## config.mk

```make
export PLATFORM = sky130hd
export DESIGN_NAME = fwb_front
export DESIGN_NICKNAME = d
export VERILOG_FILES = /design/src/rtl/fwb_pkg.sv /design/src/rtl/fwb_front.sv
export SDC_FILE = /design/constraint.sdc
export NUM_CORES = 2
export LEC_CHECK = 0
export BUFFER_PORTS_ARGS = -buffer_cell sky130_fd_sc_hd__buf_4
export CORE_MARGIN = 2
export CORE_UTILIZATION = 50
export CTS_CLUSTER_SIZE = 30
export DETAILED_ROUTE_END_ITERATION = 10
export PLACE_DENSITY = 0.69
export REMOVE_ABC_BUFFERS = 1
export SLEW_MARGIN = 10
export SYNTH_ARGS = -nofsm -noshare
export SYNTH_HDL_FRONTEND = slang
export SYNTH_SLANG_ARGS = --single-unit
```

## constraint.sdc

```tcl
create_clock -name clock -period 20.1 [get_ports clock]
set_input_delay 3.015 -clock clock [delete_from_list [all_inputs] [get_ports clock]]
set_output_delay 3.015 -clock clock [all_outputs]
set_load 0.03 [all_outputs]
```

## src/rtl/fwb_pkg.sv

```systemverilog
// Package for the TCP feature window builder: beat types, the division
// descriptor passed from the front end to the back end, and shared constants.
// No dependencies.
package fwb_pkg;

   localparam int FEATURE_COUNT       = 10;
   localparam int HISTORY_FRAMES_DEF  = 4;

   localparam logic [31:0] Q_SAT  = 32'hFFFF_FFFF;
   localparam logic [31:0] Q_TWO  = 32'h0002_0000;
   localparam logic [31:0] Q_HALF = 32'h0000_8000;
   localparam logic [31:0] Q_ZERO = 32'h0000_0000;

   // 1460 bytes * 8 bits * 1e6 / 10
   localparam logic [31:0] F3_SCALE  = 32'd1168000000;
   localparam logic [63:0] F4_DIVSOR = 64'd10000000;
   localparam logic [63:0] F5_DIVSOR = 64'd500000;

   // Front end sequence: two multiply steps, then one descriptor per feature.
   localparam logic [3:0] STEP_MUL_A = 4'd0;
   localparam logic [3:0] STEP_MUL_B = 4'd1;
   localparam logic [3:0] STEP_FEAT0 = 4'd2;
   localparam logic [3:0] STEP_LAST  = 4'd11;

   localparam logic [3:0] FEAT_LAST = 4'd9;

   typedef struct packed {
      logic [31:0] avg_throughput;
      logic [31:0] avg_unsmoothed_rtt;
      logic [31:0] smoothed_rtt_x8;
      logic [31:0] minimum_rtt;
      logic [31:0] max_throughput;
      logic [31:0] congestion_window;
      logic [31:0] packets_in_flight;
      logic [31:0] pacing_rate_in;
      logic [31:0] retransmits_out;
      logic [16:0] loss_fraction;
   } req_type;

   typedef struct packed {
      logic [31:0] feature_value;
      logic [5:0]  window_position;
      logic        last_value;
   } rsp_type;

   // One Q16.16 division job: result = min(floor(num * 2^16 / den), cap),
   // or simply value when bypass is set.
   typedef struct packed {
      logic [63:0] num;
      logic [63:0] den;
      logic [31:0] cap;
      logic        bypass;
      logic [31:0] value;
   } desc_type;

endpackage

```

## src/rtl/fwb_front.sv

```systemverilog
// Front end of the TCP feature window builder: takes one sample beat and
// turns it into ten division descriptors. Depends on fwb_pkg.
module fwb_front (
   input  logic            clock,
   input  logic            reset,
   input  logic            push,
   output logic            full,
   input  fwb_pkg::req_type req_data,
   output fwb_pkg::desc_type desc_data,
   output logic            desc_push,
   input  logic            desc_full
);
   import fwb_pkg::*;

   logic        busy_ff;
   logic [3:0]  step_ff;
   req_type     item_ff;
   logic [63:0] num3_ff;
   logic [63:0] den3_ff;
   logic [31:0] mul_a;
   logic [31:0] mul_b;
   logic [63:0] mul_p;
   logic [3:0]  fidx;
   logic        mn_zero;
   logic        mx_zero;

   assign full = busy_ff;

   // One shared 32x32 multiplier, used in the first two steps for feature 3.
   assign mul_a = (step_ff == STEP_MUL_A) ? item_ff.congestion_window : item_ff.minimum_rtt;
   assign mul_b = (step_ff == STEP_MUL_A) ? F3_SCALE : item_ff.max_throughput;
   assign mul_p = {32'b0, mul_a} * {32'b0, mul_b};

   assign fidx      = step_ff - STEP_FEAT0;
   assign desc_push = busy_ff && (step_ff >= STEP_FEAT0) && !desc_full;
   assign mn_zero   = (item_ff.minimum_rtt == 32'b0);
   assign mx_zero   = (item_ff.max_throughput == 32'b0);

   always_comb begin
      desc_data.num    = 64'b0;
      desc_data.den    = 64'b0;
      desc_data.cap    = Q_SAT;
      desc_data.bypass = 1'b0;
      desc_data.value  = Q_ZERO;
      case (fidx)
         4'd0: begin
            desc_data.num = {32'b0, item_ff.avg_throughput};
            desc_data.den = {32'b0, item_ff.max_throughput};
            if (item_ff.avg_throughput == 32'b0) begin
               desc_data.bypass = 1'b1;
               desc_data.value  = Q_HALF;
            end else if (mx_zero) begin
               desc_data.bypass = 1'b1;
            end
         end
         4'd1: begin
            desc_data.num = {32'b0, item_ff.avg_unsmoothed_rtt};
            desc_data.den = {32'b0, item_ff.minimum_rtt};
            desc_data.cap = Q_TWO;
            if (item_ff.avg_unsmoothed_rtt == 32'b0) begin
               desc_data.bypass = 1'b1;
               desc_data.value  = Q_TWO;
            end else if (mn_zero) begin
               desc_data.bypass = 1'b1;
            end
         end
         4'd2: begin
            desc_data.num = {32'b0, item_ff.smoothed_rtt_x8};
            desc_data.den = {29'b0, item_ff.minimum_rtt, 3'b0};
            desc_data.cap = Q_TWO;
            if (item_ff.smoothed_rtt_x8 == 32'b0) begin
               desc_data.bypass = 1'b1;
               desc_data.value  = Q_TWO;
            end else if (mn_zero) begin
               desc_data.bypass = 1'b1;
            end
         end
         4'd3: begin
            desc_data.num    = num3_ff;
            desc_data.den    = den3_ff;
            desc_data.cap    = Q_TWO;
            desc_data.bypass = mn_zero || mx_zero;
         end
         4'd4: begin
            desc_data.num = {32'b0, item_ff.max_throughput};
            desc_data.den = F4_DIVSOR;
         end
         4'd5: begin
            desc_data.num = {32'b0, item_ff.minimum_rtt};
            desc_data.den = F5_DIVSOR;
         end
         4'd6: begin
            desc_data.num    = {47'b0, item_ff.loss_fraction};
            desc_data.den    = {16'b0, item_ff.max_throughput, 16'b0};
            desc_data.bypass = mx_zero;
         end
         4'd7: begin
            // A zero window is caught by the divider and gives the cap.
            desc_data.num = {32'b0, item_ff.packets_in_flight};
            desc_data.den = {32'b0, item_ff.congestion_window};
         end
         4'd8: begin
            desc_data.num    = {32'b0, item_ff.pacing_rate_in};
            desc_data.den    = {32'b0, item_ff.max_throughput};
            desc_data.cap    = Q_TWO;
            desc_data.bypass = mx_zero;
         end
         4'd9: begin
            desc_data.num    = {32'b0, item_ff.retransmits_out};
            desc_data.den    = {32'b0, item_ff.packets_in_flight};
            desc_data.bypass = (item_ff.packets_in_flight == 32'b0);
         end
         default: begin
            desc_data.bypass = 1'b1;
         end
      endcase
   end

   always_ff @(posedge clock) begin
      if (reset) begin
         busy_ff <= 1'b0;
         step_ff <= STEP_MUL_A;
      end else if (!busy_ff) begin
         if (push) begin
            busy_ff <= 1'b1;
            step_ff <= STEP_MUL_A;
         end
      end else if (step_ff < STEP_FEAT0) begin
         step_ff <= step_ff + 4'd1;
      end else if (desc_push) begin
         if (step_ff == STEP_LAST) begin
            busy_ff <= 1'b0;
         end else begin
            step_ff <= step_ff + 4'd1;
         end
      end
   end

   always_ff @(posedge clock) begin
      if (push && !busy_ff) begin
         item_ff <= req_data;
      end
      if (busy_ff && step_ff == STEP_MUL_A) begin
         num3_ff <= mul_p;
      end
      if (busy_ff && step_ff == STEP_MUL_B) begin
         den3_ff <= mul_p;
      end
   end

   property p_push_only_when_busy;
      @(posedge clock) disable iff (reset) desc_push |-> busy_ff;
   endproperty
   a_push_only_when_busy: assert property (p_push_only_when_busy)
      else $error("descriptor pushed while front end idle");

   property p_products_ready;
      @(posedge clock) disable iff (reset)
         (busy_ff && step_ff == STEP_MUL_B) |=> (step_ff == STEP_FEAT0);
   endproperty
   a_products_ready: assert property (p_products_ready)
      else $error("front end left multiply steps out of order");

   property p_accept_starts;
      @(posedge clock) disable iff (reset)
         (push && !busy_ff) |=> (busy_ff && step_ff == STEP_MUL_A);
   endproperty
   a_accept_starts: assert property (p_accept_starts)
      else $error("accepted sample did not start the sequence");

endmodule

```

==> out/qor.csv <==
stage,metric,value,unit
status,status,completed,
global_route,vias in the first global route,42570,
route,final wirelength,200800,µm
die,FP Rows,117,
logic_synthesis,syn_area_per_cell,10.21,µm²
route,Post-DRT Antenna Nets,0,
timing,min cycle time layout,11.68,ns
critical_path,arrival time worst endpoint,12.03,ns
cts,clock transition at the registers of the reported paths,0.06,ns
logic_synthesis,mapped cell area,0.05168,mm²
cts,total CTS buffers,45,
cts,CTS Hold Bufs,0,
timing,final hold vios,0,
die,Placeable Area,0.1022,mm²
route,via/cell ratio,6.190,
logic_synthesis,total of warnings raised by yosys,0,
timing,"Slew Viols, Final",0,
global_route,first-pass GRT wire length,292700,µm
die,total I/O pin count,504,
hold_path,Hold Crit Depth,3,
layout,Nets,6766,
place,placed instance count,6613,
route,WL per Instance,29.95,µm
die,Initial Util,0.5058,
critical_path,crit path capture type,flop,
layout,share of post-route cells with drive strength above 1,0.1274,
route,DRC viols,0,
place,PortBufs,472,
critical_path,CP Buf/Inv Count,7,
critical_path,R2R cell count,29,
place,DPL Wire Length,151700,µm
logic_synthesis,cell taking the most area after synthesis,fa_1,
critical_path,Crit Path Class,flop to flop,
die,Chip Width,325.5,µm
global_route,initial antenna violation count,18,
cts,CTS max path bufs,3,
cts,CTS H-Tree Depth,2,
timing,ratio of final minimum period to clock period,0.5811,
timing,worst slew pin tran,1.252,ns
route,Initial DRC Count,5931,
critical_path,Critical Path Fanout Max,224,
place,Placer Congestion,1.015,
logic_synthesis,synthesis-stage register bit count,438,
timing,clock skew,0.04330,ns
global_route,Congestion Overflow GR,0,
cts,CTS tree,yes,
critical_path,slowest CP cell,a21oi_1,
cts,Root Buffer,clkbuf_16,
logic_synthesis,"Distinct cells, synth",68,
critical_path,critical path launch point type,flop,
flow_run,Max Cap Viol,0,
critical_path,Worst EP required,20.45,ns
logic_synthesis,"Async S/R FF share, synth",0,
critical_path,Crit path largest cell delay,1.02,ns
layout,P&R area growth vs syn,11.47,%
logic_synthesis,sequential fraction of the synthesis area,0.2535,
global_route,Total GRT Usage,0.3811,
layout,fin cells,6706,
critical_path,"delay-heaviest family, CP",adder cells,
timing,Relative slew margins,0.1651,
cts,clk_lat worst skew,0.64,ns
timing,fmax,0.08561,GHz
logic_synthesis,"EDFF count, synth",433,
route,1st-pass router iterations,10,
logic_synthesis,top cell type's share of synthesized area,0.3471,
cts,Post-CTS Resized,0,
die,die height,325.5,µm
cts,post-CTS setup buffers,0,
logic_synthesis,ys flop type,edfxtp_1,
global_route,largest net degree at the start of global routing,225,
cts,Clock Sinks,438,
logic_synthesis,Gate Count Post-Synth,5063,
hold_path,worst hold-check path type,flop to flop,
route,Vias,41510,
timing,RSZ-0062 raised after global routing,no,
timing,Setup-failing EPs final,0,
critical_path,"Top cell by count, worst path",fa_1,
layout,Fillers,8923,
logic_synthesis,most frequent cell after synthesis,fa_1,
die,DIE AREA,0.1060,mm²
critical_path,CP Depth,29,
logic_synthesis,synth top area cells,"fa_1 35%, edfxtp_1 25%, ha_1 6.5%",
logic_synthesis,"top cells by count, synth","896 x fa_1, 853 x inv_1, 597 x nand2_1",
## cell usage in the layout, fill, tap and decap left out, types with 7 or more instances in the layout
cell type and instances:
xor2_1 23, a22oi_1 122, o21bai_1 8, a221oi_1 27, a21o_1 46, clkbuf_16 45, nor2b_1 8, edfxtp_1 433
nor4_1 49, a222oi_1 34, a21oi_1 132, nor2_1 200, ha_1 269, nand2b_1 12, o211ai_1 8, nor3_1 9
buf_4 579, o31ai_1 7, a22o_1 19, o21a_1 10, diode_2 10, o21ai_0 58, xnor2_1 40, and3_1 426
a221o_1 10, clkinv_2 7, and2_1 92, a41oi_1 7, nand2_1 596, nand4_1 46, clkinv_1 9, inv_1 853
a31oi_1 9, nand3_1 89, clkbuf_1 7, fa_1 896, mux2i_1 21, conb_1 31
## kinds of logic after synthesis
family | share of synthesized area
xor+xnor | 0.01102
buf+inv | 0.09873
flops | 0.2535
fa+ha+maj | 0.4122
compound gates | 0.07001
other cells | 0.0001453
mux | 0.004503
simple gates | 0.1499
## worst register-to-register path, delay by kind of cell (launching register included)
kind,cells,cell delay (ns)
adder cells (fa/ha/maj),10,4.76
flip-flops,1,0.38
AND/OR/NAND/NOR,6,2.12
buffers and inverters,7,1.31
XOR/XNOR,1,0.20
AO/OA/AOI/OAI,5,2.64
## worst paths after layout
check | startpoint | end | slack (ns)
max | step_ff[1] | den3_ff[60] | 8.42
min | step_ff[0] | step_ff[0] | 0.62
max reg2reg | step_ff[1] | den3_ff[60] | 8.42
min reg2reg | step_ff[0] | step_ff[0] | 0.62
## state kept, by name (all words and copies together) (netlist names)
signal / cells
item_ff: 305
den3_ff: 64
num3_ff: 64
step_ff: 4
full: 1
## per-stage QoR
stage | utilization | hold WS [ns] | instance area [µm²] | setup WS, ns | TNS (ns)
after global placement | 0.5485 | 0.5767 | 56050 | 9.024 | 0
after detailed placement | 0.5486 | 0.5920 | 56050 | 8.945 | 0
after floorplan | - | 0.5566 | 49890 | -27.81 | -862.07
after CTS | 0.5636 | 0.6107 | 57590 | 8.870 | 0
final | 0.5638 | 0.6242 | 57610 | 8.420 | 0
after global routing | 0.5637 | 0.6931 | 57600 | 8.320 | 0
## routing by layer
| metal | up-vias | track usage | share of wire |
|---|---|---|---|
| met3 | 644 | 0.1349 | 0.15 |
| met1 | 20680 | 0.5050 | 0.36 |
| li1 | 16810 | - | - |
| met5 | - | 0 | 0.00032 |
| met4 | 10 | 0.1884 | 0.060 |
| met2 | 3365 | 0.5569 | 0.43 |
## area by class of cell
class | instances | area [µm²] | area share
clock inverter | 31 | 380.4 | 0.006602
tap | 1368 | 1712 | 0.02971
clock buffer | 52 | 1152 | 0.02000
antenna | 10 | 25.02 | 0.0004344
timing repair buffer | 580 | 4367 | 0.07580
inverter | 853 | 3202 | 0.05558
multi-input combinational | 3374 | 33670 | 0.5844
sequential | 438 | 13100 | 0.2274
Power is not shown: default switching activity piles up to over one toggle a cycle in this logic, so the estimate is an artifact.
