<file path="src/rtl/fwb_pkg.sv">
// Package for the TCP feature window builder: beat types, the division
// descriptor passed from the front end to the back end, and shared constants.
// No dependencies.
package fwb_pkg;

   localparam int FEATURE_COUNT       = 10;
   localparam int HISTORY_FRAMES_DEF  = 4;

   localparam logic [31:0] Q_SAT  = 32'hFFFF_FFFF;
   localparam logic [31:0] Q_TWO  = 32'h0002_0000;
   localparam logic [31:0] Q_HALF = 32'h0000_8000;
   localparam logic [31:0] Q_ZERO = 32'h0000_0000;

   // 1460 bytes * 8 bits * 1e6 / 10
   localparam logic [31:0] F3_SCALE  = 32'd1168000000;
   localparam logic [63:0] F4_DIVSOR = 64'd10000000;
   localparam logic [63:0] F5_DIVSOR = 64'd500000;

   // Front end sequence: two multiply steps, then one descriptor per feature.
   localparam logic [3:0] STEP_MUL_A = 4'd0;
   localparam logic [3:0] STEP_MUL_B = 4'd1;
   localparam logic [3:0] STEP_FEAT0 = 4'd2;
   localparam logic [3:0] STEP_LAST  = 4'd11;

   localparam logic [3:0] FEAT_LAST = 4'd9;

   typedef struct packed {
      logic [31:0] avg_throughput;
      logic [31:0] avg_unsmoothed_rtt;
      logic [31:0] smoothed_rtt_x8;
      logic [31:0] minimum_rtt;
      logic [31:0] max_throughput;
      logic [31:0] congestion_window;
      logic [31:0] packets_in_flight;
      logic [31:0] pacing_rate_in;
      logic [31:0] retransmits_out;
      logic [16:0] loss_fraction;
   } req_type;

   typedef struct packed {
      logic [31:0] feature_value;
      logic [5:0]  window_position;
      logic        last_value;
   } rsp_type;

   // One Q16.16 division job: result = min(floor(num * 2^16 / den), cap),
   // or simply value when bypass is set.
   typedef struct packed {
      logic [63:0] num;
      logic [63:0] den;
      logic [31:0] cap;
      logic        bypass;
      logic [31:0] value;
   } desc_type;

endpackage

</file>
<file path="src/rtl/fwb_divider.sv">
// Bit-serial Q16.16 divider with saturation and cap, one quotient bit per
// cycle. Depends on fwb_pkg.
module fwb_divider (
   input  logic             clock,
   input  logic             reset,
   input  logic             start,
   input  fwb_pkg::desc_type job,
   output logic             done,
   output logic [31:0]      result
);
   import fwb_pkg::*;

   typedef enum logic [2:0] {
      DV_IDLE = 3'b001,
      DV_RUN  = 3'b010,
      DV_FIN  = 3'b100
   } dv_state_type;

   dv_state_type state_ff;
   logic [63:0]  rem_ff;
   logic [63:0]  den_ff;
   logic [31:0]  sh_ff;
   logic [31:0]  q_ff;
   logic [31:0]  cap_ff;
   logic [4:0]   cnt_ff;
   logic [64:0]  trial;
   logic [64:0]  diff;
   logic         sat;

   // The integer part overflows 16 bits exactly when num / 2^16 >= den.
   assign sat   = ({16'b0, job.num[63:16]} >= job.den);
   assign trial = {rem_ff, sh_ff[31]};
   assign diff  = trial - {1'b0, den_ff};

   assign done   = (state_ff == DV_FIN);
   assign result = (q_ff > cap_ff) ? cap_ff : q_ff;

   always_ff @(posedge clock) begin
      if (reset) begin
         state_ff <= DV_IDLE;
         cnt_ff   <= 5'd0;
      end else begin
         unique case (state_ff)
            DV_IDLE: begin
               if (start) begin
                  cnt_ff <= 5'd31;
                  if (job.bypass || job.den == 64'b0 || sat) begin
                     state_ff <= DV_FIN;
                  end else begin
                     state_ff <= DV_RUN;
                  end
               end
            end
            DV_RUN: begin
               cnt_ff <= cnt_ff - 5'd1;
               if (cnt_ff == 5'd0) begin
                  state_ff <= DV_FIN;
               end
            end
            DV_FIN: begin
               state_ff <= DV_IDLE;
            end
            default: begin
               state_ff <= DV_IDLE;
            end
         endcase
      end
   end

   always_ff @(posedge clock) begin
      if (state_ff == DV_IDLE && start) begin
         rem_ff <= {16'b0, job.num[63:16]};
         sh_ff  <= {job.num[15:0], 16'b0};
         den_ff <= job.den;
         cap_ff <= job.cap;
         if (job.bypass) begin
            q_ff   <= job.value;
            cap_ff <= job.value;
         end else begin
            // Zero divisor and overflow both resolve to the cap.
            q_ff <= Q_SAT;
         end
      end else if (state_ff == DV_RUN) begin
         sh_ff <= {sh_ff[30:0], 1'b0};
         if (!diff[64]) begin
            rem_ff <= diff[63:0];
            q_ff   <= {q_ff[30:0], 1'b1};
         end else begin
            rem_ff <= trial[63:0];
            q_ff   <= {q_ff[30:0], 1'b0};
         end
      end
   end

endmodule

</file>
<file path="src/rtl/fwb_back.sv">
// Back end of the TCP feature window builder: runs each descriptor through
// the divider, stores the feature in the window memory and streams the window
// out. Depends on fwb_pkg and fwb_divider.
module fwb_back #(
   parameter int HISTORY_FRAMES = fwb_pkg::HISTORY_FRAMES_DEF
) (
   input  logic             clock,
   input  logic             reset,
   input  fwb_pkg::desc_type q_data,
   input  logic             q_empty,
   output logic             q_pop,
   output logic             empty,
   input  logic             pop,
   output fwb_pkg::rsp_type  rsp_data
);
   import fwb_pkg::*;

   localparam int WIN = HISTORY_FRAMES * FEATURE_COUNT;
   localparam int AW  = $clog2(WIN);
   localparam int FW  = (HISTORY_FRAMES > 1) ? $clog2(HISTORY_FRAMES) : 1;
   localparam logic [AW-1:0] LAST_BASE = AW'(WIN - FEATURE_COUNT);
   localparam logic [AW-1:0] LAST_ADDR = AW'(WIN - 1);
   localparam logic [FW-1:0] LAST_FRM  = FW'(HISTORY_FRAMES - 1);
   localparam logic [5:0]    LAST_POS  = 6'(WIN - 1);

   typedef enum logic [2:0] {
      BK_FETCH = 3'b001,
      BK_WAIT  = 3'b010,
      BK_EMIT  = 3'b100
   } bk_state_type;

   bk_state_type      state_ff;
   logic [3:0]        feat_ff;
   logic [AW-1:0]     wr_base_ff;
   logic [FW-1:0]     wr_frm_ff;
   logic [HISTORY_FRAMES-1:0] frm_valid_ff;
   logic [AW-1:0]     rd_addr_ff;
   logic [FW-1:0]     rd_frm_ff;
   logic [3:0]        rd_feat_ff;
   logic [5:0]        pos_ff;
   logic [AW-1:0]     next_base;
   logic [FW-1:0]     next_frm;
   logic [AW-1:0]     wr_addr;

   logic [31:0]       win_mem [WIN];
   logic [31:0]       rd_data_ff;
   logic              rd_vld_ff;
   logic [5:0]        rd_pos_ff;
   logic              rd_last_ff;
   logic              inflight_ff;

   rsp_type           ob_ff [2];
   logic              ob_wr_ff;
   logic              ob_rd_ff;
   logic [1:0]        ob_cnt_ff;
   logic [1:0]        ob_cnt_in;
   logic              ob_pop;
   logic              issue;
   logic              div_start;
   logic              div_done;
   logic [31:0]       div_result;
   logic              mem_we;

   fwb_divider u_div (
      .clock  (clock),
      .reset  (reset),
      .start  (div_start),
      .job    (q_data),
      .done   (div_done),
      .result (div_result)
   );

   assign q_pop     = (state_ff == BK_FETCH) && !q_empty;
   assign div_start = q_pop;
   assign mem_we    = (state_ff == BK_WAIT) && div_done;
   assign wr_addr   = AW'(wr_base_ff + AW'(feat_ff));
   assign next_base = (wr_base_ff == LAST_BASE) ? '0 : AW'(wr_base_ff + AW'(FEATURE_COUNT));
   assign next_frm  = (wr_frm_ff == LAST_FRM) ? '0 : FW'(wr_frm_ff + FW'(1));

   assign ob_pop    = pop && !empty;
   assign empty     = (ob_cnt_ff == 2'd0);
   assign rsp_data  = ob_ff[ob_rd_ff];
   // Room check counts reads already in flight to the output buffer.
   assign issue     = (state_ff == BK_EMIT) &&
                      ((ob_cnt_ff + {1'b0, inflight_ff} - {1'b0, ob_pop}) < 2'd2);
   assign ob_cnt_in = ob_cnt_ff + {1'b0, inflight_ff} - {1'b0, ob_pop};

   always_ff @(posedge clock) begin
      if (reset) begin
         state_ff     <= BK_FETCH;
         feat_ff      <= 4'd0;
         wr_base_ff   <= '0;
         wr_frm_ff    <= '0;
         frm_valid_ff <= '0;
         rd_addr_ff   <= '0;
         rd_frm_ff    <= '0;
         rd_feat_ff   <= 4'd0;
         pos_ff       <= 6'd0;
      end else begin
         unique case (state_ff)
            BK_FETCH: begin
               if (q_pop) begin
                  state_ff <= BK_WAIT;
               end
            end
            BK_WAIT: begin
               if (div_done) begin
                  frm_valid_ff[wr_frm_ff] <= 1'b1;
                  if (feat_ff == FEAT_LAST) begin
                     feat_ff    <= 4'd0;
                     wr_base_ff <= next_base;
                     wr_frm_ff  <= next_frm;
                     rd_addr_ff <= next_base;
                     rd_frm_ff  <= next_frm;
                     rd_feat_ff <= 4'd0;
                     pos_ff     <= 6'd0;
                     state_ff   <= BK_EMIT;
                  end else begin
                     feat_ff  <= feat_ff + 4'd1;
                     state_ff <= BK_FETCH;
                  end
               end
            end
            BK_EMIT: begin
               if (issue) begin
                  pos_ff     <= pos_ff + 6'd1;
                  rd_addr_ff <= (rd_addr_ff == LAST_ADDR) ? '0 : AW'(rd_addr_ff + AW'(1));
                  if (rd_feat_ff == FEAT_LAST) begin
                     rd_feat_ff <= 4'd0;
                     rd_frm_ff  <= (rd_frm_ff == LAST_FRM) ? '0 : FW'(rd_frm_ff + FW'(1));
                  end else begin
                     rd_feat_ff <= rd_feat_ff + 4'd1;
                  end
                  if (pos_ff == LAST_POS) begin
                     state_ff <= BK_FETCH;
                  end
               end
            end
            default: begin
               state_ff <= BK_FETCH;
            end
         endcase
      end
   end

   always_ff @(posedge clock) begin
      if (mem_we) begin
         win_mem[wr_addr] <= div_result;
      end
      if (issue) begin
         rd_data_ff <= win_mem[rd_addr_ff];
         rd_vld_ff  <= frm_valid_ff[rd_frm_ff];
         rd_pos_ff  <= pos_ff;
         rd_last_ff <= (pos_ff == LAST_POS);
      end
   end

   always_ff @(posedge clock) begin
      if (reset) begin
         inflight_ff <= 1'b0;
         ob_wr_ff    <= 1'b0;
         ob_rd_ff    <= 1'b0;
         ob_cnt_ff   <= 2'd0;
      end else begin
         inflight_ff <= issue;
         ob_cnt_ff   <= ob_cnt_in;
         if (inflight_ff) begin
            ob_wr_ff <= ~ob_wr_ff;
         end
         if (ob_pop) begin
            ob_rd_ff <= ~ob_rd_ff;
         end
      end
   end

   always_ff @(posedge clock) begin
      if (inflight_ff) begin
         // A frame never written since reset reads as zero.
         ob_ff[ob_wr_ff].feature_value   <= rd_vld_ff ? rd_data_ff : Q_ZERO;
         ob_ff[ob_wr_ff].window_position <= rd_pos_ff;
         ob_ff[ob_wr_ff].last_value      <= rd_last_ff;
      end
   end

   property p_ob_bound;
      @(posedge clock) disable iff (reset) ob_cnt_ff <= 2'd2;
   endproperty
   a_ob_bound: assert property (p_ob_bound)
      else $error("output buffer overflow");

   property p_done_in_wait;
      @(posedge clock) disable iff (reset) div_done |-> (state_ff == BK_WAIT);
   endproperty
   a_done_in_wait: assert property (p_done_in_wait)
      else $error("divider finished outside the wait state");

   property p_emit_after_last;
      @(posedge clock) disable iff (reset)
         (mem_we && feat_ff == FEAT_LAST) |=> (state_ff == BK_EMIT && pos_ff == 6'd0);
   endproperty
   a_emit_after_last: assert property (p_emit_after_last)
      else $error("window readout did not start after the tenth feature");

endmodule

</file>
<file path="config.mk">
export PLATFORM = sky130hd
export DESIGN_NAME = fwb_back
export DESIGN_NICKNAME = d
export VERILOG_FILES = /design/src/rtl/fwb_pkg.sv /design/src/rtl/fwb_divider.sv /design/src/rtl/fwb_back.sv
export SDC_FILE = /design/constraint.sdc
export NUM_CORES = 2
export LEC_CHECK = 0
export ABC_AREA = 1
export BUFFER_PORTS_ARGS = -buffer_cell sky130_fd_sc_hd__buf_4
export CORE_AREA = 2 2 423 425
export CTS_BUF_LIST = sky130_fd_sc_hd__clkbuf_8
export CTS_CLUSTER_SIZE = 30
export DETAILED_ROUTE_END_ITERATION = 6
export DIE_AREA = 0 0 425 427
export GPL_TIMING_DRIVEN = 0
export PLACE_DENSITY_LB_ADDON = 0.08
export SYNTH_ARGS = -nofsm -noshare
export SYNTH_HDL_FRONTEND = slang
export SYNTH_SLANG_ARGS = --single-unit
</file>
<file path="constraint.sdc">
create_clock -name clock -period 7.4 [get_ports clock]
set_clock_uncertainty 0.05 [all_clocks]
set_input_delay 0.37 -clock clock [delete_from_list [all_inputs] [get_ports clock]]
set_output_delay 0.37 -clock clock [all_outputs]
set_load 0.02 [all_outputs]
</file>
==> metrics.md <==
| Metric | Value |
|---|---|
| Proportion of layout cells with a drive suffix above 1 | `0.121` |
| Combined area of all synthesized cells | `roughly 74000 µm²` |
| Grt ovf | `0` |
| RSZ-0062 raised after global routing | `no` |
| # DRC | `0` |
| All-layer global routing usage | `0.298` |
| CTS tree | `done` |
| Pin count of the biggest net entering global routing | `between 60 and 70` |
| Outcome | `finished, violations left` |
| Count of pins on the block boundary | `238` |
| Required time reported for the critical path endpoint | `between 8 and 9 ns` |
| Crit. End Element | `register` |
| Starting density of the core | `0.417` |
| Via-per-instance ratio | `between 5 and 6` |
| Power per cell area | `346 nW/µm²` |
| Relative area change from synthesis to final layout | `20.1%` |
| Final #Nets | `~8100` |
| Final GP Congestion | `around 0.96` |
| Standard-cell row count | `between 150 and 200` |
| Clock-pin slew of the registers on the worst-case setup and hold paths | `around 0.06 ns` |
| Initial DRT Pass Iterations | `6` |
| Final std cell area, no fill | `between 80000 and 90000 µm²` |
| Share of the synthesized area in the top cell type | `0.645` |
| Wirelength per Cell | `between 20 and 30 µm` |
| Register bit total from synthesis | `~1700` |
| Worst Tran Pin Value | `between 1 and 1.5 ns` |
| Cell area reported after detailed placement | `approximately 81000 µm²` |
| Number of global-route vias before repair | `~55000` |
| Fraction of the cycle the final worst path needs | `0.646` |
| Number of library cell types mapped by synthesis | `48` |
| Fillcell total | `between 15000 and 20000` |
| Max-cap violation count | `1` |
| Post-route setup TNS | `0 ns` |
| Wire length of the first global-routing pass | `about 400000 µm` |
| Maximum achievable frequency | `0.209 GHz` |
| Antenna Nets Post-Route | `0` |
| Syn. warnings | `0` |
| Prevailing post-synth register cell | `edfxtp_1` |
| Number of CTS-inserted buffers | `304` |
| Part of the Yosys area used for sequential elements | `0.663` |
| Max clock buf depth | `4` |
| Sinks on Clock Net | `roughly 1700` |
| Data arrival, critical path | `about 5.4 ns` |
| Max-slew violation total from the final report | `0` |
| Peak ir drop on the vdd network | `roughly 0.37 mV` |
| Average size of a mapped cell | `roughly 11 µm²` |
| Width of the die | `between 400 and 500 µm` |
| Final std cells w/o fill | `a little over 10000` |
| Number of cells after detailed placement | `between 9000 and 10000` |
| Top cells by area in the synthesized netlist | `edfxtp_1, o21ai_0, nand2_1` |
| Type of the tightest min-delay check | `in2reg` |
| Number of post-CTS setup repair buffers | `0` |
| I/O Buffers | `236` |
| Initial antenna violation count | `23` |
| Number of instances in the synthesized netlist | `between 6000 and 7000` |
| CTS root buf | `clkbuf_8` |
| Setup Crit Path Kind | `reg2reg` |
| Leakage power summed over all cells | `around 0.034 µW` |
| Max-slew headroom | `0.00479` |
| Clock latency at the later pin of the worst-skew pair | `1.06 ns` |
| DP Wirelength | `194000 µm` |
| Top cell type by total area after synthesis | `edfxtp_1` |
| Share of flip-flops with an asynchronous set or reset | `0` |
| Crit path launch type | `register` |
| Final core utilization | `0.502` |
| Via count | `roughly 57000` |
| Post-synthesis net count | `about 7200` |
| Minimum clock period after layout | `approximately 4.8 ns` |
| Detailed Route Iter0 Violations | `between 6000 and 7000` |
| Cell with the most instances after synthesis | `edfxtp_1` |
| Largest fanout on the critical path | `11` |
| Floorplan Core Area | `about 180000 µm²` |
| EDFF count, synth | `between 1500 and 2000` |
| Top cells by count, synth | `edfxtp_1, nand2_1, nor2_1` |
| Failing checks | `max-capacitance violations` |
| Die H | `427 µm` |
| Post-CTS Hold Fix Bufs | `around 280` |
| Detailed-route wire length | `between 200000 and 300000 µm` |
| Total count of hold-check failures in the final report | `0` |
| H-tree level count | `5` |
| # resized after CTS | `0` |
| Die area | `~180000 µm²` |
| Setup-failing EPs final | `0` |
[kinds of logic (layout without fill, tap and decap cells)]
group / count (synthesis) / after routing / synth area share
XOR/XNOR: 51 / 51 / 0.00604
multiplexers: 40 / 40 / 0.00607
other: 0 / 17 / 0
AO/OA/AOI/OAI: 1465 / 1465 / 0.110
buffers and inverters: 929 / 2025 / 0.0503
flip-flops: 1657 / 1657 / 0.663
adder cells (fa/ha/maj): 164 / 164 / 0.0279
AND/OR/NAND/NOR: 2515 / 2515 / 0.136
[cells in the final DEF (no fill, tap or decap), drive strengths merged, types with 3 or more instances in the layout]
cell type / netlist / final
o221ai: 53 / 53
or2: 14 / 14
clkbuf: 244 / 559
mux2: 39 / 39
nor2: 1085 / 1085
o211ai: 55 / 55
xnor2: 39 / 39
bufinv: 0 / 8
nand3b: 12 / 12
o311ai: 3 / 3
nand4: 35 / 35
a31oi: 3 / 3
o21ai: 868 / 868
o21a: 3 / 3
and2: 4 / 4
edfxtp: 1590 / 1590
clkinv: 2 / 95
diode: 0 / 17
dlygate4sd3: 0 / 275
clkinvlp: 0 / 6
o22ai: 326 / 326
o21bai: 8 / 8
nand2: 1126 / 1126
a21oi: 135 / 135
buf: 99 / 414
inv: 584 / 668
a211oi: 6 / 6
dfxtp: 67 / 67
nor4: 7 / 7
ha: 162 / 162
nand3: 200 / 200
nor3: 30 / 30
xor2: 12 / 12
[path summary, 6_finish.rpt]
| path | startpoint | cells past startpoint | slack [ns] | endpoint |
|---|---|---|---|---|
| max | rd_addr_ff[0] | 11 | 2.62 | rd_data_ff[1] |
| min | q_data[126] | 2 | 0.07 | u_div.den_ff[61] |
| max reg2reg | rd_addr_ff[0] | 11 | 2.62 | rd_data_ff[1] |
| min reg2reg | rd_pos_ff[4] | 0 | 0.39 | ob_ff[0][5] |
[critical path, cell delays in order, from the launching register on]
cell and delay (ns):
dfxtp_1 0.61, buf_4 0.37, inv_1 0.09, buf_4 0.22, buf_4 0.27, clkbuf_1 0.33
o21ai_0 0.24, o22ai_1 0.13, o21ai_0 0.32, o22ai_1 0.28, o211ai_1 1.20, nand2_1 0.23
[final cells by class]
class                   count  area (µm²)  area share
diodes                     17        42.5    0.000479
plain buffers             343        1530      0.0172
clock buffers             315        4340      0.0488
clock inverters           191         992      0.0112
inverters                 586        2200      0.0248
multi-input cells        4235       21600       0.243
flip-flops and latches   1657       49100       0.552
well taps                2355        2950      0.0331
repair buffers            590        6190      0.0696
[flip-flops by register name (all words and copies together), names as in the netlist, 5 cells and up, named ones only]
signal / count
ob_ff: 78
pos_ff: 6
rd_addr_ff: 6
rd_data_ff: 32
rd_pos_ff: 6
u_div.cap_ff: 32
u_div.cnt_ff: 5
u_div.den_ff: 64
u_div.q_ff: 32
u_div.rem_ff: 64
u_div.sh_ff: 16
win_mem: 1280
wr_base_ff: 6
[metal layers]
| metal | GRT usage | up-vias | part of all wire |
|---|---|---|---|
| met4 | 0.119 | 16 | 0.040 |
| li1 | - | 25800 | - |
| met1 | 0.401 | 28500 | 0.42 |
| met3 | 0.0545 | 593 | 0.080 |
| met5 | 0 | - | 0.00041 |
| met2 | 0.478 | 2522 | 0.46 |
[metrics by stage]
step / power, µW / setup WS (ns) / hold slack, ns
3_3_place_gp: 22000 / 0.0843 / 0.377
5_1_grt: 31900 / 2.79 / 0.0515
3_5_place_dp: 22600 / 2.95 / 0.383
2_1_floorplan: 18000 / 2.76 / 0.371
4_1_cts: 30700 / 2.87 / 0.00171
6_report: 30700 / 2.62 / 0.0726
[power by group]
group	switching [µW]	internal, µW
logic	6920	2510
clock network	3850	4190
registers	251	13000
Note: power is estimated with default switching activity, not from simulation.
