--- src/rtl/fwb_pkg.sv ---
// Package for the TCP feature window builder: beat types, the division
// descriptor passed from the front end to the back end, and shared constants.
// No dependencies.
package fwb_pkg;

   localparam int FEATURE_COUNT       = 10;
   localparam int HISTORY_FRAMES_DEF  = 4;

   localparam logic [31:0] Q_SAT  = 32'hFFFF_FFFF;
   localparam logic [31:0] Q_TWO  = 32'h0002_0000;
   localparam logic [31:0] Q_HALF = 32'h0000_8000;
   localparam logic [31:0] Q_ZERO = 32'h0000_0000;

   // 1460 bytes * 8 bits * 1e6 / 10
   localparam logic [31:0] F3_SCALE  = 32'd1168000000;
   localparam logic [63:0] F4_DIVSOR = 64'd10000000;
   localparam logic [63:0] F5_DIVSOR = 64'd500000;

   // Front end sequence: two multiply steps, then one descriptor per feature.
   localparam logic [3:0] STEP_MUL_A = 4'd0;
   localparam logic [3:0] STEP_MUL_B = 4'd1;
   localparam logic [3:0] STEP_FEAT0 = 4'd2;
   localparam logic [3:0] STEP_LAST  = 4'd11;

   localparam logic [3:0] FEAT_LAST = 4'd9;

   typedef struct packed {
      logic [31:0] avg_throughput;
      logic [31:0] avg_unsmoothed_rtt;
      logic [31:0] smoothed_rtt_x8;
      logic [31:0] minimum_rtt;
      logic [31:0] max_throughput;
      logic [31:0] congestion_window;
      logic [31:0] packets_in_flight;
      logic [31:0] pacing_rate_in;
      logic [31:0] retransmits_out;
      logic [16:0] loss_fraction;
   } req_type;

   typedef struct packed {
      logic [31:0] feature_value;
      logic [5:0]  window_position;
      logic        last_value;
   } rsp_type;

   // One Q16.16 division job: result = min(floor(num * 2^16 / den), cap),
   // or simply value when bypass is set.
   typedef struct packed {
      logic [63:0] num;
      logic [63:0] den;
      logic [31:0] cap;
      logic        bypass;
      logic [31:0] value;
   } desc_type;

endpackage

--- src/rtl/fwb_queue.sv ---
// Two-entry queue of division descriptors between the front and back ends.
// Depends on fwb_pkg.
module fwb_queue (
   input  logic             clock,
   input  logic             reset,
   input  logic             wr_en,
   input  fwb_pkg::desc_type wr_data,
   output logic             q_full,
   input  logic             rd_en,
   output fwb_pkg::desc_type rd_data,
   output logic             q_empty
);
   import fwb_pkg::*;

   desc_type   slot_ff [2];
   logic       wr_ptr_ff;
   logic       rd_ptr_ff;
   logic [1:0] cnt_ff;
   logic       do_wr;
   logic       do_rd;

   assign q_full  = (cnt_ff == 2'd2);
   assign q_empty = (cnt_ff == 2'd0);
   assign rd_data = slot_ff[rd_ptr_ff];
   assign do_wr   = wr_en && !q_full;
   assign do_rd   = rd_en && !q_empty;

   always_ff @(posedge clock) begin
      if (reset) begin
         wr_ptr_ff <= 1'b0;
         rd_ptr_ff <= 1'b0;
         cnt_ff    <= 2'd0;
      end else begin
         if (do_wr) begin
            wr_ptr_ff <= ~wr_ptr_ff;
         end
         if (do_rd) begin
            rd_ptr_ff <= ~rd_ptr_ff;
         end
         cnt_ff <= cnt_ff + {1'b0, do_wr} - {1'b0, do_rd};
      end
   end

   always_ff @(posedge clock) begin
      if (do_wr) begin
         slot_ff[wr_ptr_ff] <= wr_data;
      end
   end

endmodule

--- config.mk ---
export PLATFORM = sky130hd
export DESIGN_NAME = fwb_queue
export DESIGN_NICKNAME = d
export VERILOG_FILES = /design/src/rtl/fwb_pkg.sv /design/src/rtl/fwb_queue.sv
export SDC_FILE = /design/constraint.sdc
export NUM_CORES = 1
export LEC_CHECK = 0
export BUFFER_PORTS_ARGS = -buffer_cell sky130_fd_sc_hd__buf_2
export CAP_MARGIN = 20
export CORE_UTILIZATION = 35
export CTS_BUF_LIST = sky130_fd_sc_hd__clkbuf_16
export DETAILED_ROUTE_END_ITERATION = 10
export PLACE_DENSITY = 0.58
export SETUP_SLACK_MARGIN = 0.02
export SLEW_MARGIN = 10
export SYNTH_ARGS = -nofsm -noshare
export SYNTH_HDL_FRONTEND = slang
export SYNTH_SLANG_ARGS = --single-unit
export TNS_END_PERCENT = 100
--- constraint.sdc ---
create_clock -name clock -period 7.5 [get_ports clock]
set_clock_uncertainty 0.2 [all_clocks]
set_input_delay 0.375 -clock clock [delete_from_list [all_inputs] [get_ports clock]]
set_output_delay 0.375 -clock clock [all_outputs]
set_load 0.1 [all_outputs]
==> results.md, run 1 <==
- The slowest stage of the critical path is the buf_4 cell.
- The number of hold violations in the final report is 0.
- The routed wirelength normalized by instance count is 17.3 µm.
- By instance count, the leading cell after synthesis is edfxtp_1.
- The TritonCTS clock tree is yes.
- The cell that appears most often on the critical path is buf_4.
- The growth of design area from synthesis to finish is 40.3%.
- In this run, synthesis produced a sequential element count of roughly 390.
- The number of sinks driven by the clock tree is between 300 and 400.
- The net count after synthesis is between 800 and 900.
- The worst path in the final design needs a cycle of roughly 3800 ps, including I/O delays and setup.
- The height of the chip is 204 µm.
- The total routing usage reported by global routing is 0.146.
- Buffers placed on the I/O ports in this run total between 300 and 400.
- Of all flip-flops after synthesis, the portion carrying an async set or reset was 0.
- Entering global routing, the biggest net connects between 100 and 150 pins.
- The post-synthesis sequential area ratio is 0.823.
- The standard-cell row count is 73.
- The die footprint is around 41000 µm².
- In this run the post-CTS setup repair buffer count came out at 0.
- The region available for standard cell placement spans roughly 40000 µm².
- Wires add up to 31100 µm.
- The worst-case headroom to the max-slew limit is 0.309.
- Buffers inserted during clock tree synthesis total between 40 and 50.
- Yosys printed 0 warnings.
- The transition time at the pin with the least slew margin is 1040 ps.
- The run finished with clean final reports.
- The initial core utilization is 0.356.
- The data arrival time at the worst-slack endpoint is about 3200 ps.
- In the routed design, unresolved DRC markers number 0.
- The clock transition at the register clock pins on the worst setup and hold paths after CTS is 60 ps.
- The placed wire-length estimate after detailed placement is 19400 µm.
- The worst hold path belongs to the class input port to flip-flop.
- The count of nets left with antenna violations once routing finished came out at 0.
- The source-to-sink clock delay at the later pin of the worst-skew pair is roughly 540 ps.
- The cell chosen for the clock root is clkbuf_16.
- The largest fanout on the critical path is 54.
- Counting every instance in the synthesized netlist gives 627.
- In this run the cell area of the synthesized design comes to roughly 14000 µm².
- The worst setup path is of the flip-flop to primary output kind.
- Setup repair after global routing left no endpoint under its margin.
- In this run, synthesis inferred 386 flip-flops with an integrated enable.
- The initial antenna violation count is 1.
- The share of synthesized area in the top cell type comes to 0.815.
- The dominant cell type by area after synthesis is edfxtp_1.
- Setup violations remaining at the end of the flow were counted as 0.
- The via count of the first global-routing pass is around 8400.
- The prevailing post-synth register cell is edfxtp_1.
- The count of final max-slew check failures is 0.
- In the post-synthesis netlist, the biggest area contributors are edfxtp_1, mux2_2, buf_6.
- The clock passes through at most 3 buffers.
- In this run the count of I/O pins placed on the die edge is ~390.
- Before antenna repair, the detailed router went through 4 iterations.
- In this run the number of H-tree levels came out at 2.
- In this design, the stage delay of the slowest critical-path cell is 650 ps.
- At the end of routability-driven placement, the weighted congestion stood at 0.763.
- The commonest cells after synthesis are edfxtp_1, mux2_2, buf_6.
- In the final design database the tool counted 1442 nets.
- The category of the worst setup path launch point is a flip-flop.
- The total of max-cap violations is 0.
- In the finished design, the share of the clock period the worst path needs comes to 0.503.
- After synthesis, the netlist uses 21 different library cells.
- Based on the critical path, the design can be clocked at up to ~270 MHz.
- Detailed routing inserted a total of roughly 8000 vias.
- The total negative slack is 0 ps.
- After global routing the overflow that remains totals 0.
- The global-route wire length before repair is roughly 46000 µm.
- The number of vias per cell is roughly 4.4.
- After synthesis, the mean cell area works out to between 20 and 25 µm².
- The quantity of gates resized following cts is 0.
- The signal on the critical path passes through buf_4, buf_4, mux2_2, buf_2.
- The width of the die is just over 200 µm.
- The layout cell share with drive strength beyond 1 is 0.514.
- The capturing element type of the critical path is a primary output.
- Data on the critical path is required at its endpoint by around 7000 ps.
- For this block, the initial DRC count from the detailed router was a little over 300.
[timing repair]
item	CTS	global route
hold buffers	195	0
hold endpoints to repair	391	0
setup endpoints to repair	0	0
[metrics by stage]
step	utilization	instances	hold WS [ps]	setup WS (ps)	instance area, µm²
after floorplan	-	627	244	1680	14200
after global placement	0.418	1529	277	4240	16700
after detailed placement	0.418	1529	287	4220	16700
after CTS	0.500	1797	24.8	3650	19900
after global routing	0.500	1798	78.7	3500	19900
final	0.500	1798	75.9	3730	19900
[registers in the layout, indices dropped and copies added, names as in the netlist, named ones only]
name       cells
wr_ptr_ff      1
cnt_ff         2
slot_ff      386
rd_ptr_ff      1
[layout by cell type (no fill, tap or decap)]
master / instances
o21a_1: 1
clkinv_1: 7
diode_2: 1
nor2b_1: 1
xor2_1: 1
mux2_2: 193
nor3_1: 1
bufinv_16: 2
ha_1: 2
and3_4: 1
clkinv_4: 1
inv_8: 1
buf_4: 7
o21ai_0: 1
nand2b_2: 1
xnor2_1: 1
dfxtp_4: 1
nor2_1: 4
clkbuf_16: 45
a21oi_1: 1
inv_1: 10
buf_2: 391
dlygate4sd3_1: 195
clkinv_2: 9
and2_1: 1
edfxtp_1: 386
dfxtp_1: 4
clkinvlp_4: 2
nand2_1: 1
or3_1: 1
[layer usage]
metal | up-vias | track usage | wire (µm)
li1 | 3732 | - | -
met1 | 3895 | 0.174 | 12700
met2 | 292 | 0.244 | 15200
met3 | 64 | 0.0467 | 2170
met4 | 0 | 0.0575 | 991
met5 | - | 0 | 0
[path summary, 6_finish.rpt]
path              slack, ps  cells after the start                        end                    from
setup / recovery       3730                      4                rd_data[57]               flip-flop
hold / removal           80                      4                  flip-flop                   rd_en
setup reg to reg       4230                      5  slot_ff[0][160]$_DFFE_PP_    cnt_ff[0]$_SDFF_PP0_
hold reg to reg         300                      2     wr_ptr_ff$_SDFFE_PP0P_  wr_ptr_ff$_SDFFE_PP0P_
[logic make-up after synthesis]
| logic type | synth area share |
|---|---|
| AOI/OAI and AO/OA | 0.00123 |
| xor gates and xnor gates | 0.00123 |
| adders and majority gates | 0.00176 |
| buffers and inverters | 0.0163 |
| DFF | 0.823 |
| muxes | 0.153 |
| and+or+nand+nor | 0.00405 |
[worst max-delay path: cells and delay by family (launching register included)]
family / cells / cell delay, ps
buffers and inverters: 3 / 1650
flip-flops: 1 / 610
multiplexers: 1 / 280
[layout make-up]
cell class | instances | area (µm²)
Antenna cell | 1 | 2.50
Clock buffer | 45 | 1130
Clock inverter | 28 | 181
Fill cell | 3345 | 20000
Inverter | 4 | 22.5
Multi-Input combinational cell | 211 | 2300
Sequential cell | 391 | 11700
Tap cell | 525 | 657
Timing Repair Buffer | 593 | 3960
Power of run 1 is left out: the tool's default activity adds up to more than one toggle a clock period on the data nets, which glitch-free logic cannot reach.
==> run 2: changes to the inputs <==
==> constraint.sdc (replaced) <==
create_clock -name clock -period 4 [get_ports clock]
set_clock_uncertainty 0.2 [all_clocks]
set_input_delay 0.2 -clock clock [delete_from_list [all_inputs] [get_ports clock]]
set_output_delay 0.2 -clock clock [all_outputs]
set_load 0.1 [all_outputs]
==> run 2 against run 1 <==
Non-clock buffer count up 7. Register-to-register slack worse by 2500 ps. Highest routed layer unchanged. Die area unchanged. First-iteration DRC count up 17%. Cell count up 0.56%. Critical path depth down 1.
==> results.md, run 2 (synthesized netlist as in run 1, its figures left out) <==
- On the critical path, the stage with the largest delay is an instance of dfxtp_4.
- The number of buffer and inverter instances along the worst setup path is 2 (-1).
- The class of the tightest hold or removal check is input port to flip-flop.
- The required time of the critical path is 3600 ps (-3320 ps).
- The top register by number of flip-flops is slot_ff.
- The width of the die came to 204 µm (unchanged).
- The post-placement setup slack is 1640 ps (-2590 ps).
- CTS placed an instance of clkbuf_16 at the clock tree root.
- The largest registers in the layout are slot_ff: 386 flops, cnt_ff: 2 flops.
- The clock tree buffer depth is 3 (unchanged).
- The delay of the slowest cell on the worst path is 770 ps (+120 ps).
- The standard-cell row count came to 73 (unchanged).
- The initial core utilization is 0.356 (unchanged).
- The die footprint is 41400 µm² (unchanged).
- The sequential cell area is 11700 µm² (about the same).
- The number of input and output port buffers inserted is 391 (unchanged).
- The flow ran to the end, and the final reports show no timing, DRC or antenna violations.
- The transition time at the pin with the least slew margin is 966 ps (-70.9 ps).
- STA classifies the critical path endpoint as a primary output.
- The routed wirelength normalized by instance count came to 17.2 µm (-0.66%).
- The slack of the worst reg-to-reg path came to 1690 ps (-2540 ps).
- The largest net degree at the start of global routing came to 102 (-17%).
- The growth of design area from synthesis to finish is 42.1%.
- The global placer's final weighted congestion is 0.748 (-1.9%).
- The antenna cell count was 0 (-1).
- Setup repair after global routing left no endpoint under its margin.
- The final global-route overflow total is 0 (unchanged).
- The number of hold violations in the final report came to 0 (unchanged).
- In the finished design, the share of the clock period the worst path needs comes to 0.710.
- The via count of the first global-routing pass is 8707 (+4.0%).
- Timing would allow up to ~350 MHz.
- The placed wire-length estimate after detailed placement is 19600 µm (+1.2%).
- TritonCTS built the clock tree.
- The total detailed-routing wirelength is 31100 µm (-0.10%).
- The commonest non-fill, non-tap cell in the layout is buf_2.
- The quantity of gates resized following cts is 0 (unchanged).
- The logic depth of the worst register-to-register path is 3 (-2).
- The count of final max-slew check failures is 0 (unchanged).
- The number of nets in the final layout is 1449 (+0.49%).
- The initial antenna violation count came to 0 (-1).
- The number of search-and-repair iterations in the first detailed-routing pass is 6 (+2).
- The number of filler cells placed in the layout came to 3321 (-0.72%).
- The number of vias per cell is 4.45 (+0.24%).
- The worst setup path is of the flip-flop to primary output kind.
- In the layout the commonest cells are buf_2, edfxtp_1, dlygate4sd3_1.
- The category of the worst setup path launch point is a flip-flop.
- The global-route wire length before repair came to 46900 µm (+2.2%).
- The number of sinks driven by the clock tree is 391 (unchanged).
- The detailed-route via count is 8047 (+0.80%).
- The height of the chip is 204 µm (unchanged).
- The critical path goes through buf_12, mux2_2, buf_2.
- The core area came to 39900 µm² (unchanged).
- Subtracting the final worst setup slack from the clock period gives roughly 2800 ps.
- In this run the critical register-to-register path is captured at slot_ff[1][19]$_DFFE_PP_.
- The origin of the critical flop-to-flop path is cnt_ff[0]$_SDFF_PP0_.
- The worst-case headroom to the max-slew limit is 0.356 (+0.0472).
- The layout cell share with drive strength beyond 1 was 0.516 (+0.00183).
- The count of final setup violators is 0 (unchanged).
- The number of H-tree levels is 2 (unchanged).
- The total routing usage reported by global routing was 0.147 (+0.00182).
- The largest fanout on the critical path is 51 (-5.6%).
- The total negative slack is 0 ps (unchanged).
- The remaining routing DRC violations came to 0 (unchanged).
- The source-to-sink clock delay at the later pin of the worst-skew pair is 540 ps (about the same).
- The critical path ends at rd_data[164].
- The number of nets still failing antenna checks after routing is 0 (unchanged).
- The data arrival time at the worst-slack endpoint was 2440 ps (-760 ps).
- The total clock buffers created by CTS was 42 (unchanged).
- The area used by multi-input combinational logic is 2310 µm² (+0.44%).
- The iteration-0 DRC count of the detailed router came to 358 (+17%).
- The post-layout worst setup margin was 1160 ps (-2570 ps).
- The number of stages on the worst setup path is 3 (-1).
- The post-CTS setup buffer count was 0 (unchanged).
- The number of flip-flops in the largest register is 386 (unchanged).
- The total of max-cap violations is 0 (unchanged).
- Grouping stages by cell kind, the critical path spends the most delay in flip-flops.
- The clock transition at the register clock pins on the worst setup and hold paths after CTS is 60 ps (about the same).
- The number of I/O pins is 392 (unchanged).
## run 2: cell type report
type,instances,area share
well taps,525,0.0325
multi-input cells,211,0.114
inverters,4,0.00111
repair buffers,600,0.203
clock inverters,32,0.0143
flip-flops and latches,391,0.579
clock buffers,45,0.0557
## run 2: what timing repair did
action                                  CTS  global route
hold endpoints to repair                391             0
endpoints found under the setup margin    0             0
hold buffers                            197             0
## run 2: how the worst min path moves through the flow
stage                     slack [ps]                  endpoint  cells after the start   startpoint
after floorplan                   60      cnt_ff[0]$_SDFF_PP0_                      1        reset
after global placement           190  slot_ff[0][17]$_DFFE_PP_                      1  wr_data[17]
after detailed placement         190   slot_ff[1][5]$_DFFE_PP_                      1   wr_data[5]
after CTS                        130  slot_ff[1][17]$_DFFE_PP_                      2  wr_data[17]
after global routing             150  slot_ff[0][19]$_DFFE_PP_                      2  wr_data[19]
final                            180  slot_ff[0][19]$_DFFE_PP_                      2  wr_data[19]
## run 2: metal layers
metal | up-vias | GRT usage | wire, µm
met3 | 53 | 0.0438 | 2200
met5 | - | 0 | 0
met2 | 265 | 0.253 | 15600
met4 | 0 | 0.0559 | 749
met1 | 3974 | 0.174 | 12500
li1 | 3755 | - | -
## run 2: per-stage QoR
step                instance area (µm²)  hold slack (ps)  cells  utilization
finish                            20200              177   1808        0.506
global route                      20200              148   1808        0.506
CTS                               20200              125   1808        0.506
detailed placement                16800              191   1534        0.421
global placement                  16800              187   1534        0.421
floorplan                         14200             64.2    627            -
## run 2: worst register-to-register path: stages, from the launching register on
cell	delay, ps
dfxtp_2	350
nand2b_4	150
and3_4	830
buf_4	450
Power of run 2 is left out for the same reason.
==> run 3: changes to the inputs <==
--- a/config.mk
+++ b/config.mk
@@ -5,6 +5,7 @@
 export SDC_FILE = /design/constraint.sdc
 export NUM_CORES = 1
 export LEC_CHECK = 0
+export ABC_AREA = 1
 export BUFFER_PORTS_ARGS = -buffer_cell sky130_fd_sc_hd__buf_2
 export CAP_MARGIN = 20
 export CORE_UTILIZATION = 35
==> constraint.sdc (replaced) <==
create_clock -name clock -period 3 [get_ports clock]
set_clock_uncertainty 0.2 [all_clocks]
set_input_delay 0.15 -clock clock [delete_from_list [all_inputs] [get_ports clock]]
set_output_delay 0.15 -clock clock [all_outputs]
set_load 0.1 [all_outputs]
==> run 3 against run 2 <==
Synthesized cell count is 1.9% higher. Utilization decreased by 0.44 points. Worst hold slack lost 48 ps. Critical path type unchanged. Clock-buffer cell count down 4.
==> results.md, run 3 <==
- By area, the combinational part of the netlist is dominated by multiplexers.
- The cell depth of the worst min-delay path is 3 (+1).
- The synthesized area divided by synthesized cell count was 22.3 µm² (-1.7%).
- The internal power consumption is between 10000 and 15000 µW.
- The origin of the critical flop-to-flop path is cnt_ff[0]$_SDFF_PP0_.
- The required time of the critical path was 2650 ps (-950 ps).
- The placement-stage cell area is 16900 µm² (+0.60%).
- The width of the die is 204 µm (about the same).
- The number of input and output port buffers inserted is 391 (unchanged).
- The clock transition at the register clock pins on the worst setup and hold paths after CTS came to 60 ps (about the same).
- The post-synthesis sequential area ratio is 0.821 (-0.00108).
- The final cell count without fillers is 1819 (+0.61%).
- The layout cell share with drive strength beyond 1 is 0.511 (-0.00476).
- The total non-filler cell area in the finished layout is 20000 µm² (-0.86%).
- The global-route wire length before repair was 45900 µm (-2.0%).
- The most numerous cell in the Yosys netlist is edfxtp_1.
- The largest fanout on the critical path is 55 (+7.8%).
- The total negative slack is 0 ps (unchanged).
- The share of the clock period used by the worst path after layout is 0.870.
- The top register by number of flip-flops is slot_ff.
- The commonest non-fill, non-tap cell in the layout is buf_2.
- The capturing element type of the critical path is a primary output.
- The initial core utilization is 0.357 (+0.000470).
- The quantity of gates resized following cts is 0 (unchanged).
- The total clock buffers created by CTS is 41 (-2.4%).
- The number of different library cells in the post-synthesis netlist is 12 (-43%).
- The core area is 39900 µm² (unchanged).
- The category of the worst setup path launch point is a flip-flop.
- The height of the chip is 204 µm (about the same).
- The number of flops mapped to enable cells by yosys was 386 (unchanged).
- The tree is rooted in a clkbuf_16.
- The total of max-cap violations is 0 (unchanged).
- The placed wire-length estimate after detailed placement was 19700 µm (about the same).
- The logic depth of the worst register-to-register path is 5 (+2).
- The die footprint is 41500 µm² (+0.13%).
- The number of nets still failing antenna checks after routing is 0 (unchanged).
- The xor/xnor share of the synthesized area came to 0 (-0.00123).
- The switching power total is roughly 9500 µW.
- By count the netlist is led by edfxtp_1, mux2_2, buf_6.
- The number of sinks driven by the clock tree is 391 (unchanged).
- The initial antenna violation count was 0 (unchanged).
- The cts-stage hold buffer count is 196 (-0.51%).
- The largest registers in the layout are slot_ff: 386 flops, cnt_ff: 2 flops.
- The post-placement setup slack was 905 ps (-731 ps).
- The total standard cell area after synthesis is 14200 µm² (+0.13%).
- The number of nets in the final layout was 1466 (+1.2%).
- The remaining routing DRC violations is 0 (unchanged).
- The total detailed-routing wirelength was 30300 µm (-2.4%).
- The number of search-and-repair iterations in the first detailed-routing pass is 4 (-2).
- The min-delay analysis places its worst path in the category input port to flip-flop.
- Setup repair after global routing left no endpoint under its margin.
- The cell count after placement is 1553 (+1.2%).
- The power per standard cell area is ~1000 nW/µm².
- Leaving out fill and tap cells, the most frequent cells in the layout are buf_2, edfxtp_1, dlygate4sd3_1.
- The endpoint of the worst hold-timing path is cnt_ff[0]$_SDFF_PP0_.
- The number of H-tree levels is 2 (unchanged).
- Of all cell types, the one taking the most synthesized area is edfxtp_1.
- The share of async-settable or async-resettable flops after synthesis is 0 (unchanged).
- The cell count after synthesis is 639 (+1.9%).
- The number of hold violations in the final report is 0 (unchanged).
- The slack of the worst reg-to-reg path is 1120 ps (-570 ps).
- The area share of the largest cell type after synthesis was 0.814 (-0.00108).
- The total chip power is ~21000 µW.
- The start point of the worst min-delay path is reset.
- The leakage power summed over all cells is about 0.0076 µW.
- The count of final max-slew check failures came to 0 (unchanged).
- The Yosys warning count came to 0 (unchanged).
- The final critical delay including setup and external delays is 2610 ps.
- The worst-case headroom to the max-slew limit is 0.578 (+0.222).
- The flow ran to the end, and the final reports show no timing, DRC or antenna violations.
- The routed wirelength normalized by instance count is 16.7 µm (-3.0%).
- The detailed-route via count came to 8023 (-0.30%).
- The growth of design area from synthesis to finish is 40.7%.
- The data arrival time at the worst-slack endpoint is 2260 ps (-180 ps).
- The source-to-sink clock delay at the later pin of the worst-skew pair was 530 ps (about the same).
- The TritonCTS clock tree is yes.
- The worst register-to-register path ends at slot_ff[0][134]$_DFFE_PP_.
- The count of final setup violators is 0 (unchanged).
- The maximum clock frequency is ~380 MHz.
- The fraction of the mapped netlist area in simple logic gates is 0.00554 (+0.00149).
- The combinational share of power is 0.443.
- Of the total power, the share spent switching nets is 0.461.
- The final global-route overflow total is 0 (unchanged).
- The via count of the first global-routing pass is 8494 (-2.4%).
- The largest net degree at the start of global routing is 100 (-2.0%).
- VDD sags by at most 0.741 mV.
- The iteration-0 DRC count of the detailed router is 294 (-18%).
- The multiplexer fraction of the synthesized cell area is 0.153 (-0.000202).
- The post-synthesis adder-cell area fraction is 0.00176 (-0.00000232).
- The net count after synthesis is 838 (+1.5%).
- The global placer's final weighted congestion is 0.748 (about the same).
- The number of I/O pins came to 392 (unchanged).
- The post-layout worst setup margin is 389 ps (-771 ps).
- The clock tree buffer depth came to 3 (unchanged).
- In the post-synthesis netlist, the biggest area contributors are edfxtp_1, mux2_2, buf_6.
- The number of flip-flops in the largest register is 386 (unchanged).
- Of the total power, the clock network draws 0.211.
- The synthesized flop and latch total was 391 (unchanged).
- The compound-cell area share of the yosys netlist came to 0.000703 (-0.000529).
- Of the total power, registers draw 0.346.
- The total routing usage reported by global routing was 0.144 (-0.00333).
- The number of vias per cell is 4.41 (-0.90%).
- The post-CTS setup buffer count is 0 (unchanged).
- The transition time at the pin with the least slew margin is 633 ps (-333 ps).
- The standard-cell row count was 73 (unchanged).
- The critical path start-end classification is flip-flop to primary output.
- The prevailing post-synth register cell is edfxtp_1.
## run 3: power groups by stage
stage | Sequential (µW) | Clock (µW) | Combinational (µW)
final | 7140 | 4370 | 9160
after global routing | 7220 | 4710 | 9450
after CTS | 7150 | 4530 | 9230
after detailed placement | 7260 | 0 | 8990
after global placement | 7240 | 0 | 8980
after floorplan | 7240 | 0 | 7710
## run 3: how the worst max path moves through the flow
stage,slack (ps),endpoint,startpoint,depth (start not counted)
final,390,rd_data[137],flip-flop,3
after detailed placement,910,rd_data[181],flip-flop,3
after floorplan,-990,slot_ff[0][0]$_DFFE_PP_,cnt_ff[0]$_SDFF_PP0_,4
after global routing,250,rd_data[152],flip-flop,3
after global placement,900,rd_data[181],flip-flop,3
after CTS,310,rd_data[181],flip-flop,3
## run 3: worst max-delay path, stage by stage, from the launching register on
cell     delay, ps
dfxtp_4        630
buf_12         350
mux2_2         390
buf_2          290
## run 3: through the flow
step                       util  hold slack, ps
final                     0.502             129
after CTS                 0.502            62.0
after global routing      0.502             101
after floorplan               -            13.8
after detailed placement  0.424             124
after global placement    0.424             124
## run 3: cell type report
class                      instances  area [µm²]
antenna                            1        2.50
clock buffer                      41        1030
clock inverter                    28         123
fill                            3317       19900
inverter                          10        41.3
multi-input combinational        217        2310
sequential                       391       11700
tap                              525         657
timing repair buffer             606        4170
## run 3: cell families (layout without fill, tap and decap cells)
kind of cell | Yosys count | after routing
flip-flops | 391 | 391
multiplexers | 193 | 193
buffers and inverters | 31 | 685
AND/OR/NAND/NOR | 20 | 20
adder cells (fa/ha/maj) | 2 | 2
AO/OA/AOI/OAI | 2 | 2
other | 0 | 1
## run 3: metal layers
layer | part of all wire | global-route usage | up-vias
met1 | 0.40 | 0.169 | 3913
li1 | - | - | 3787
met2 | 0.50 | 0.245 | 266
met4 | 0.026 | 0.0577 | 0
met3 | 0.072 | 0.0443 | 57
met5 | 0 | 0 | -
Note: power is estimated with default switching activity, not from simulation.
